`config.mk`:
```
export PLATFORM = sky130hd
export DESIGN_NAME = lp2w_angle
export DESIGN_NICKNAME = d
export VERILOG_FILES = /design/src/hdl/lp2w_pkg.sv /design/src/hdl/lp2w_angle.sv
export SDC_FILE = /design/constraint.sdc
export NUM_CORES = 2
export LEC_CHECK = 0
export BUFFER_PORTS_ARGS = -buffer_cell sky130_fd_sc_hd__buf_2
export CORE_MARGIN = 1
export CORE_UTILIZATION = 55
export DETAILED_ROUTE_END_ITERATION = 10
export PLACE_DENSITY = 0.73
export SLEW_MARGIN = 15
export SYNTH_ARGS = -nofsm -noshare
export SYNTH_HDL_FRONTEND = slang
export SYNTH_SLANG_ARGS = --single-unit
export TNS_END_PERCENT = 1
```
`constraint.sdc`:
```
create_clock -name clk_i -period 15.2 [get_ports clk_i]
set_input_delay 4.56 -clock clk_i [delete_from_list [all_inputs] [get_ports clk_i]]
set_output_delay 4.56 -clock clk_i [all_outputs]
set_load 0.02 [all_outputs]
```
`src/hdl/lp2w_pkg.sv`:
```
package lp2w_pkg;

  // Angle bookkeeping in units of 1/64 degree.
  localparam logic [15:0] FULL_TURN       = 16'd23040;
  localparam logic [15:0] TWO_TURNS       = 16'd46080;
  localparam logic [12:0] QUARTER_TURN    = 13'd5760;
  localparam logic [14:0] HALF_TURN       = 15'd11520;
  localparam logic [14:0] THREE_QUARTERS  = 15'd17280;

  // pi/11520 in Q40, and the rounding term that brings the product to Q30.
  localparam logic [28:0] RAD_PER_UNIT_Q40 = 29'd299845282;
  localparam logic [42:0] Q40_TO_Q30_HALF  = 43'd512;
  localparam logic [30:0] ONE_Q30          = 31'h4000_0000;

  localparam int unsigned POSE_FRAC_BITS = 14;
  localparam int unsigned HORNER_STEPS   = 6;
  localparam int unsigned RECIP_SHIFT    = 34;

  // Quadrant codes of the reduced angle.
  localparam logic [1:0] QUAD_0 = 2'd0;
  localparam logic [1:0] QUAD_1 = 2'd1;
  localparam logic [1:0] QUAD_2 = 2'd2;
  localparam logic [1:0] QUAD_3 = 2'd3;

  // Lanes of the sine evaluation: offset a and its complement.
  localparam int unsigned LANE_A = 0;
  localparam int unsigned LANE_B = 1;

  // Configuration register indexes.
  localparam logic [2:0] REG_POSE_COS = 3'd0;
  localparam logic [2:0] REG_POSE_SIN = 3'd1;
  localparam logic [2:0] REG_POSE_X   = 3'd2;
  localparam logic [2:0] REG_POSE_Y   = 3'd3;
  localparam logic [2:0] REG_MIRROR_Y = 3'd4;

  typedef struct packed {
    logic signed [15:0] pose_cos;
    logic signed [15:0] pose_sin;
    logic signed [30:0] pose_x;
    logic signed [30:0] pose_y;
    logic               mirror_y;
  } lp2w_cfg_t;

  // One lane of the Horner evaluation: argument, its square and the partial sum.
  typedef struct packed {
    logic [30:0] x;
    logic [31:0] x2;
    logic [30:0] t;
  } lp2w_lane_t;

  typedef struct packed {
    lp2w_lane_t [1:0] lane;
    logic [1:0]       quad;
    logic [15:0]      distance;
  } lp2w_item_t;

  // Divisors of the Taylor series in Horner order.
  function automatic int unsigned lp2w_div_f(input int unsigned step);
    int unsigned div;
    case (step)
      0:       div = 156;
      1:       div = 110;
      2:       div = 72;
      3:       div = 42;
      4:       div = 20;
      default: div = 6;
    endcase
    return div;
  endfunction

endpackage

```
`src/hdl/lp2w_angle.sv`:
```
module lp2w_angle import lp2w_pkg::*; (
  input  logic        clk_i,
  input  logic        rst_ni,
  input  logic        in_valid_i,
  output logic        in_ready_o,
  input  logic [15:0] angle_q6_i,
  input  logic [15:0] distance_q2_i,
  output logic        out_valid_o,
  input  logic        out_ready_i,
  output lp2w_item_t  out_item_o
);

  logic [2:0] v_q;
  logic [2:0] en;

  logic [15:0] red_d;
  logic [14:0] r_d;
  logic [1:0]  quad_d;
  logic [14:0] base_d;
  logic [12:0] a_d;

  logic [1:0]  quad1_q, quad2_q;
  logic [15:0] dist1_q, dist2_q;
  logic [12:0] off_q [2];
  logic [30:0] x_q   [2];
  logic [30:0] x_d   [2];
  logic [42:0] xp    [2];

  lp2w_item_t item_d, item_q;

  always_comb begin
    en[2] = !v_q[2] || out_ready_i;
    en[1] = !v_q[1] || en[2];
    en[0] = !v_q[0] || en[1];
  end

  assign in_ready_o  = en[0];
  assign out_valid_o = v_q[2];
  assign out_item_o  = item_q;

  // Stage 1: reduce to one turn and split into quadrant and offset.
  always_comb begin
    if (angle_q6_i >= TWO_TURNS) begin
      red_d = angle_q6_i - TWO_TURNS;
    end else if (angle_q6_i >= FULL_TURN) begin
      red_d = angle_q6_i - FULL_TURN;
    end else begin
      red_d = angle_q6_i;
    end
    r_d = red_d[14:0];
    if (r_d >= THREE_QUARTERS) begin
      quad_d = QUAD_3;
      base_d = THREE_QUARTERS;
    end else if (r_d >= HALF_TURN) begin
      quad_d = QUAD_2;
      base_d = HALF_TURN;
    end else if (r_d >= 15'(QUARTER_TURN)) begin
      quad_d = QUAD_1;
      base_d = 15'(QUARTER_TURN);
    end else begin
      quad_d = QUAD_0;
      base_d = '0;
    end
    a_d = 13'(r_d - base_d);
  end

  // Stage 2: offsets to radians in Q30. Stage 3: squares.
  always_comb begin
    for (int l = 0; l < 2; l++) begin
      xp[l]  = 43'(off_q[l]) * 43'(RAD_PER_UNIT_Q40) + Q40_TO_Q30_HALF;
      x_d[l] = xp[l][40:10];
    end
  end

  always_comb begin
    logic [61:0] sq;
    item_d.quad     = quad2_q;
    item_d.distance = dist2_q;
    for (int l = 0; l < 2; l++) begin
      sq = 62'(x_q[l]) * 62'(x_q[l]);
      item_d.lane[l].x  = x_q[l];
      item_d.lane[l].x2 = sq[61:30];
      item_d.lane[l].t  = ONE_Q30;
    end
  end

  always_ff @(posedge clk_i or negedge rst_ni) begin
    if (!rst_ni) begin
      v_q <= '0;
    end else begin
      if (en[0]) v_q[0] <= in_valid_i;
      if (en[1]) v_q[1] <= v_q[0];
      if (en[2]) v_q[2] <= v_q[1];
    end
  end

  always_ff @(posedge clk_i) begin
    if (en[0]) begin
      quad1_q       <= quad_d;
      dist1_q       <= distance_q2_i;
      off_q[LANE_A] <= a_d;
      off_q[LANE_B] <= QUARTER_TURN - a_d;
    end
    if (en[1]) begin
      quad2_q <= quad1_q;
      dist2_q <= dist1_q;
      x_q     <= x_d;
    end
    if (en[2]) begin
      item_q <= item_d;
    end
  end

endmodule

```
After elaboration in Yosys (flattened, before gate mapping)

Memory sizes are Yosys's and may differ from the RTL's.
Index checks and enable logic that the tools add are counted.

Latch bits: 0
Output and inout bits: 208
Input bits: 36
Memory bits (writable): 26
Register bits after elaboration: 245
Bits in read-only memories: 0
Memories kept: 1

Memory list:

| memory | depth | width | read ports | clocked after memory_dff | write ports | line             | source |
|---|---|---|---|---|---|---|---|
| off_q  | 2     | 13    | 2          | 0                        | 2           | lp2w_angle.sv:24 | `logic [12:0] off_q [2];` |

Reductions and logical operators: 7
Shift-type cells: 0
Add/subtract/negate cells: 6
Div/mod/pow operators: 0
Multiplexer cells: 9
Multipliers: 4
$lt $le $gt $ge: 5
Equal/unequal tests: 0
Bitwise operators: 0

Operators with widths:

| cell                                                                                   | count |
|---|---|
| 31-bit by 31-bit multiplier with 62-bit output                                         | 2 |
| 41-bit by 10-bit adder with 41-bit output (second input constant)                      | 2 |
| 13-bit by 28-bit multiplier with 40-bit output (second input constant)                 | 2 |
| 13-bit two-way mux                                                                     | 3 |
| 15-bit two-way mux                                                                     | 2 |
| 16-bit by 15-bit greater-or-equal comparator with 1-bit output (second input constant) | 1 |
| 16-bit greater-or-equal comparator (second input constant)                             | 1 |
| 15-bit by 13-bit greater-or-equal comparator with 1-bit output (second input constant) | 1 |
| 15-bit by 14-bit greater-or-equal comparator with 1-bit output (second input constant) | 1 |
| 15-bit greater-or-equal comparator (second input constant)                             | 1 |
| 15-bit by 14-bit subtractor with 15-bit output (second input constant)                 | 1 |
| 15-bit subtractor (second input constant)                                              | 1 |
| 13-bit subtractor                                                                      | 1 |
| 13-bit subtractor (first input constant)                                               | 1 |
| 1-bit two-way mux                                                                      | 4 |
| 1-bit zero test                                                                        | 3 |
| 1-bit logical OR                                                                       | 3 |
| 2-bit OR reduction                                                                     | 1 |

Logic depth before layout (Yosys ltp)

Depth after elaboration: 9
Depth in mapped cells: 32

Worst setup path before layout

OpenSTA, ideal clock, no wires.

Path type: input -> output
Start point: input out_ready_i
End point: output in_ready_o
Buffers on the path: 0
Cell stages on the path: 1
Arrival time: 6.030 ns
Path slack: 4.610 ns
Cells stage by stage: nand4b_1

Cells in the longest elaborated chain, start to end: 3

RTL lines:

| element          | line             | source |
|---|---|---|
| from (decl)      | lp2w_angle.sv:9  | `input logic out_ready_i,` |
| 1-bit logical OR | lp2w_angle.sv:32 | `en[2] = !v_q[2] \|\| out_ready_i;` |
| 1-bit logical OR | lp2w_angle.sv:33 | `en[1] = !v_q[1] \|\| en[2];` |
| 1-bit logical OR | lp2w_angle.sv:34 | `en[0] = !v_q[0] \|\| en[1];` |
| to (decl)        | lp2w_angle.sv:5  | `output logic in_ready_o,` |

Every way passes these cells.

Final worst setup path

Ends and elaborated chain as after synthesis.

==> flow_metrics.tcl <==
set metrics [dict create \
    status "complete, but fails checks" \
    violations "design-rule violations" \
    final-hold-violation-count 0 \
    async_reset_ff_share_pct 1.11 \
    rsz0062_at_grt "false" \
    numCtsBuffers 38 \
    post-route-min-period_ns 9.65 \
    slew_headroom_pct 30.5 \
    maxCapViolations 0 \
    synth_area_um2 74500 \
    yosysSeqAreaShare_pct 10.9 \
    cts_tree "yes" \
    min_path_type "flip-flop to flip-flop" \
    drtIter0Drc 3014 \
    antenna_found_initial 2 \
    synth_top_flop_cell "edfxtp_1" \
    initial_core_util_pct 55.6 \
    syn2layout_area_growth_pct 5.17 \
    place_inst 9270 \
    clock_latency_ns 0.64 \
    clkTransAtPathRegs_ns 0.06 \
    arrival_ns 5.09 \
    ys_seq_elements 270 \
    route.detailed.wl_per_inst_um 18.5 \
    fin_crit_sh_pct 63.5 \
    yosysUniqueCellTypes 82 \
    hpwl_um 141000 \
    rows 134 \
    grt_pass1_wl_um 286000 \
    final_cells 9341 \
    cts.path.max_buffers 3 \
    cp-start-kind "input pin" \
    crit_required_ns 10.64 \
    max_freq_mhz 104 \
    syn_area_per_cell_um2 9.97 \
    grt_overflow_total 0 \
    worstMarginPinSlew_ns 1.04 \
    cts_setup_buffers 0 \
    worst_clock_skew_ns 0.0324 \
    postSynthCellCount 7467 \
    design.core.area_um2 134000 \
    setup_viol 0 \
    via_per_inst 5.32 \
    final_cell_mix "2,188 x inv_1, 1,711 x fa_1, 774 x ha_1" \
    grt_pass1_vias 55200 \
    post_route_cells_drive_above_1_share_pct 4.91 \
    drv_slew 0 \
    critical_path_class "input pin to primary output" \
    ant_nets 0 \
    htreeDepth 2 \
    grt_max_degree 54 \
    dieArea_um2 137000 \
    vias 49700 \
    yosysTopAreaCellShare_pct 46.0 \
    synthTopCellsByArea "fa_1 46%, ha_1 13%, inv_1 11%, edfxtp_1 11%, and2_1 3.3%" \
    layout.nets 10100 \
    hold_buffers 0 \
    die_h_um 370 \
    whs_path_depth 0 \
    yosys.area.top_type "fa_1" \
    critPathMaxFanout 3 \
    drc_errors 2 \
    post_cts_resized 0 \
    tns_ns 0 \
    dr.pass1.iters 11 \
    numClockSinks 270 \
    synth_edf_count 267 \
    boundaryPins 244 \
    yosysWarnings 0 \
    dieWidth_um 370 \
    final_common_cell "inv_1" \
    holdWs_ns 0.410 \
    root_buffer "clkbuf_16" \
    gp_congestion 0.930 \
    grtUsageTotal_pct 26.6 \
    reg2reg_depth 29 \
    drt-total-wl_um 173000 \
    portBuffers 181 \
    cp-end-kind "primary output" \
]
-- worst max-delay path, cell delays in order --
cell	delay (ns)
buf_2	0.11
nand4b_1	0.21
buf_2	0.20
-- per-layer routing --
metal  vias up  GRT usage (%)  wire [µm]
li1      22300              -          -
met1     25400           36.1      71800
met2      1673           43.7      82400
met3       283           5.22      14100
met4         4           7.25       4740
met5         -              0         27
-- cell usage after synthesis, types with 8 or more instances --
library cell,instances
nand2b_1,33
o22ai_1,9
or3_1,13
fa_1,1711
buf_4,63
clkbuf_1,202
a31oi_1,14
or2_2,21
nand4_1,33
and3_1,16
o211ai_1,13
a211oi_1,17
nor3_1,48
nor2_1,163
edfxtp_1,267
o31ai_1,12
a21boi_0,9
a31o_2,16
a211o_1,15
ha_1,774
and2_1,389
inv_1,2188
xnor2_1,147
nor2b_1,33
nor3b_1,8
nand2_1,623
nand3_1,53
o21bai_1,12
nor4_1,16
a21o_1,75
o2111ai_1,10
xor2_1,89
o21ai_0,85
a21oi_1,142
o21a_1,18
-- path summary, 6_finish.rpt --
path	start	endpoint	slack [ns]
hold / removal	dist1_q[13]	dist2_q[13]	0.41
setup / recovery	out_ready_i	in_ready_o	5.55
min in group asynchronous	rst_ni	v_q[0]	3.73
setup reg to reg	item_d[91]	out_item_o[66]	5.81
max in group asynchronous	rst_ni	v_q[2]	11.36
hold reg to reg	dist1_q[13]	dist2_q[13]	0.41
-- per-stage QoR --
stage	setup WS, ns	cell area, µm²	utilization [%]
3_5_place_dp	5.55	77000	57.5
6_report	5.55	78300	58.4
2_1_floorplan	4.61	74700	-
3_3_place_gp	5.56	77000	57.5
4_1_cts	5.54	78300	58.4
5_1_grt	5.45	78300	58.4
-- layout make-up --
type	instances	area (µm²)
Multi-Input combinational cell	4790	57100
Tap cell	1768	2210
Fill cell	11200	55700
Sequential cell	270	8090
Inverter	2189	8220
Timing Repair Buffer	253	1450
Antenna cell	2	5.00
Clock buffer	42	987
Clock inverter	27	268
-- sequential cells by signal (all words and copies together), names as in the netlist --
signal / flops
out_item_o: 144
quad1_q: 2
dist2_q: 16
v_q: 3
item_d: 62
dist1_q: 16
quad2_q: 2
off_q: 25
-- logic make-up after synthesis --
| logic type | share of synthesized area, % |
|---|---|
| buffers and inverters | 12.8 |
| AO/OA/AOI/OAI | 4.59 |
| AND/OR/NAND/NOR | 9.78 |
| flip-flops | 10.9 |
| other | 0.0101 |
| XOR/XNOR | 2.78 |
| adder cells (fa/ha/maj) | 59.0 |
| multiplexers | 0.170 |
Power is left out: the tool's default activity adds up to more than one toggle a clock period on the data nets, which glitch-free logic cannot reach.
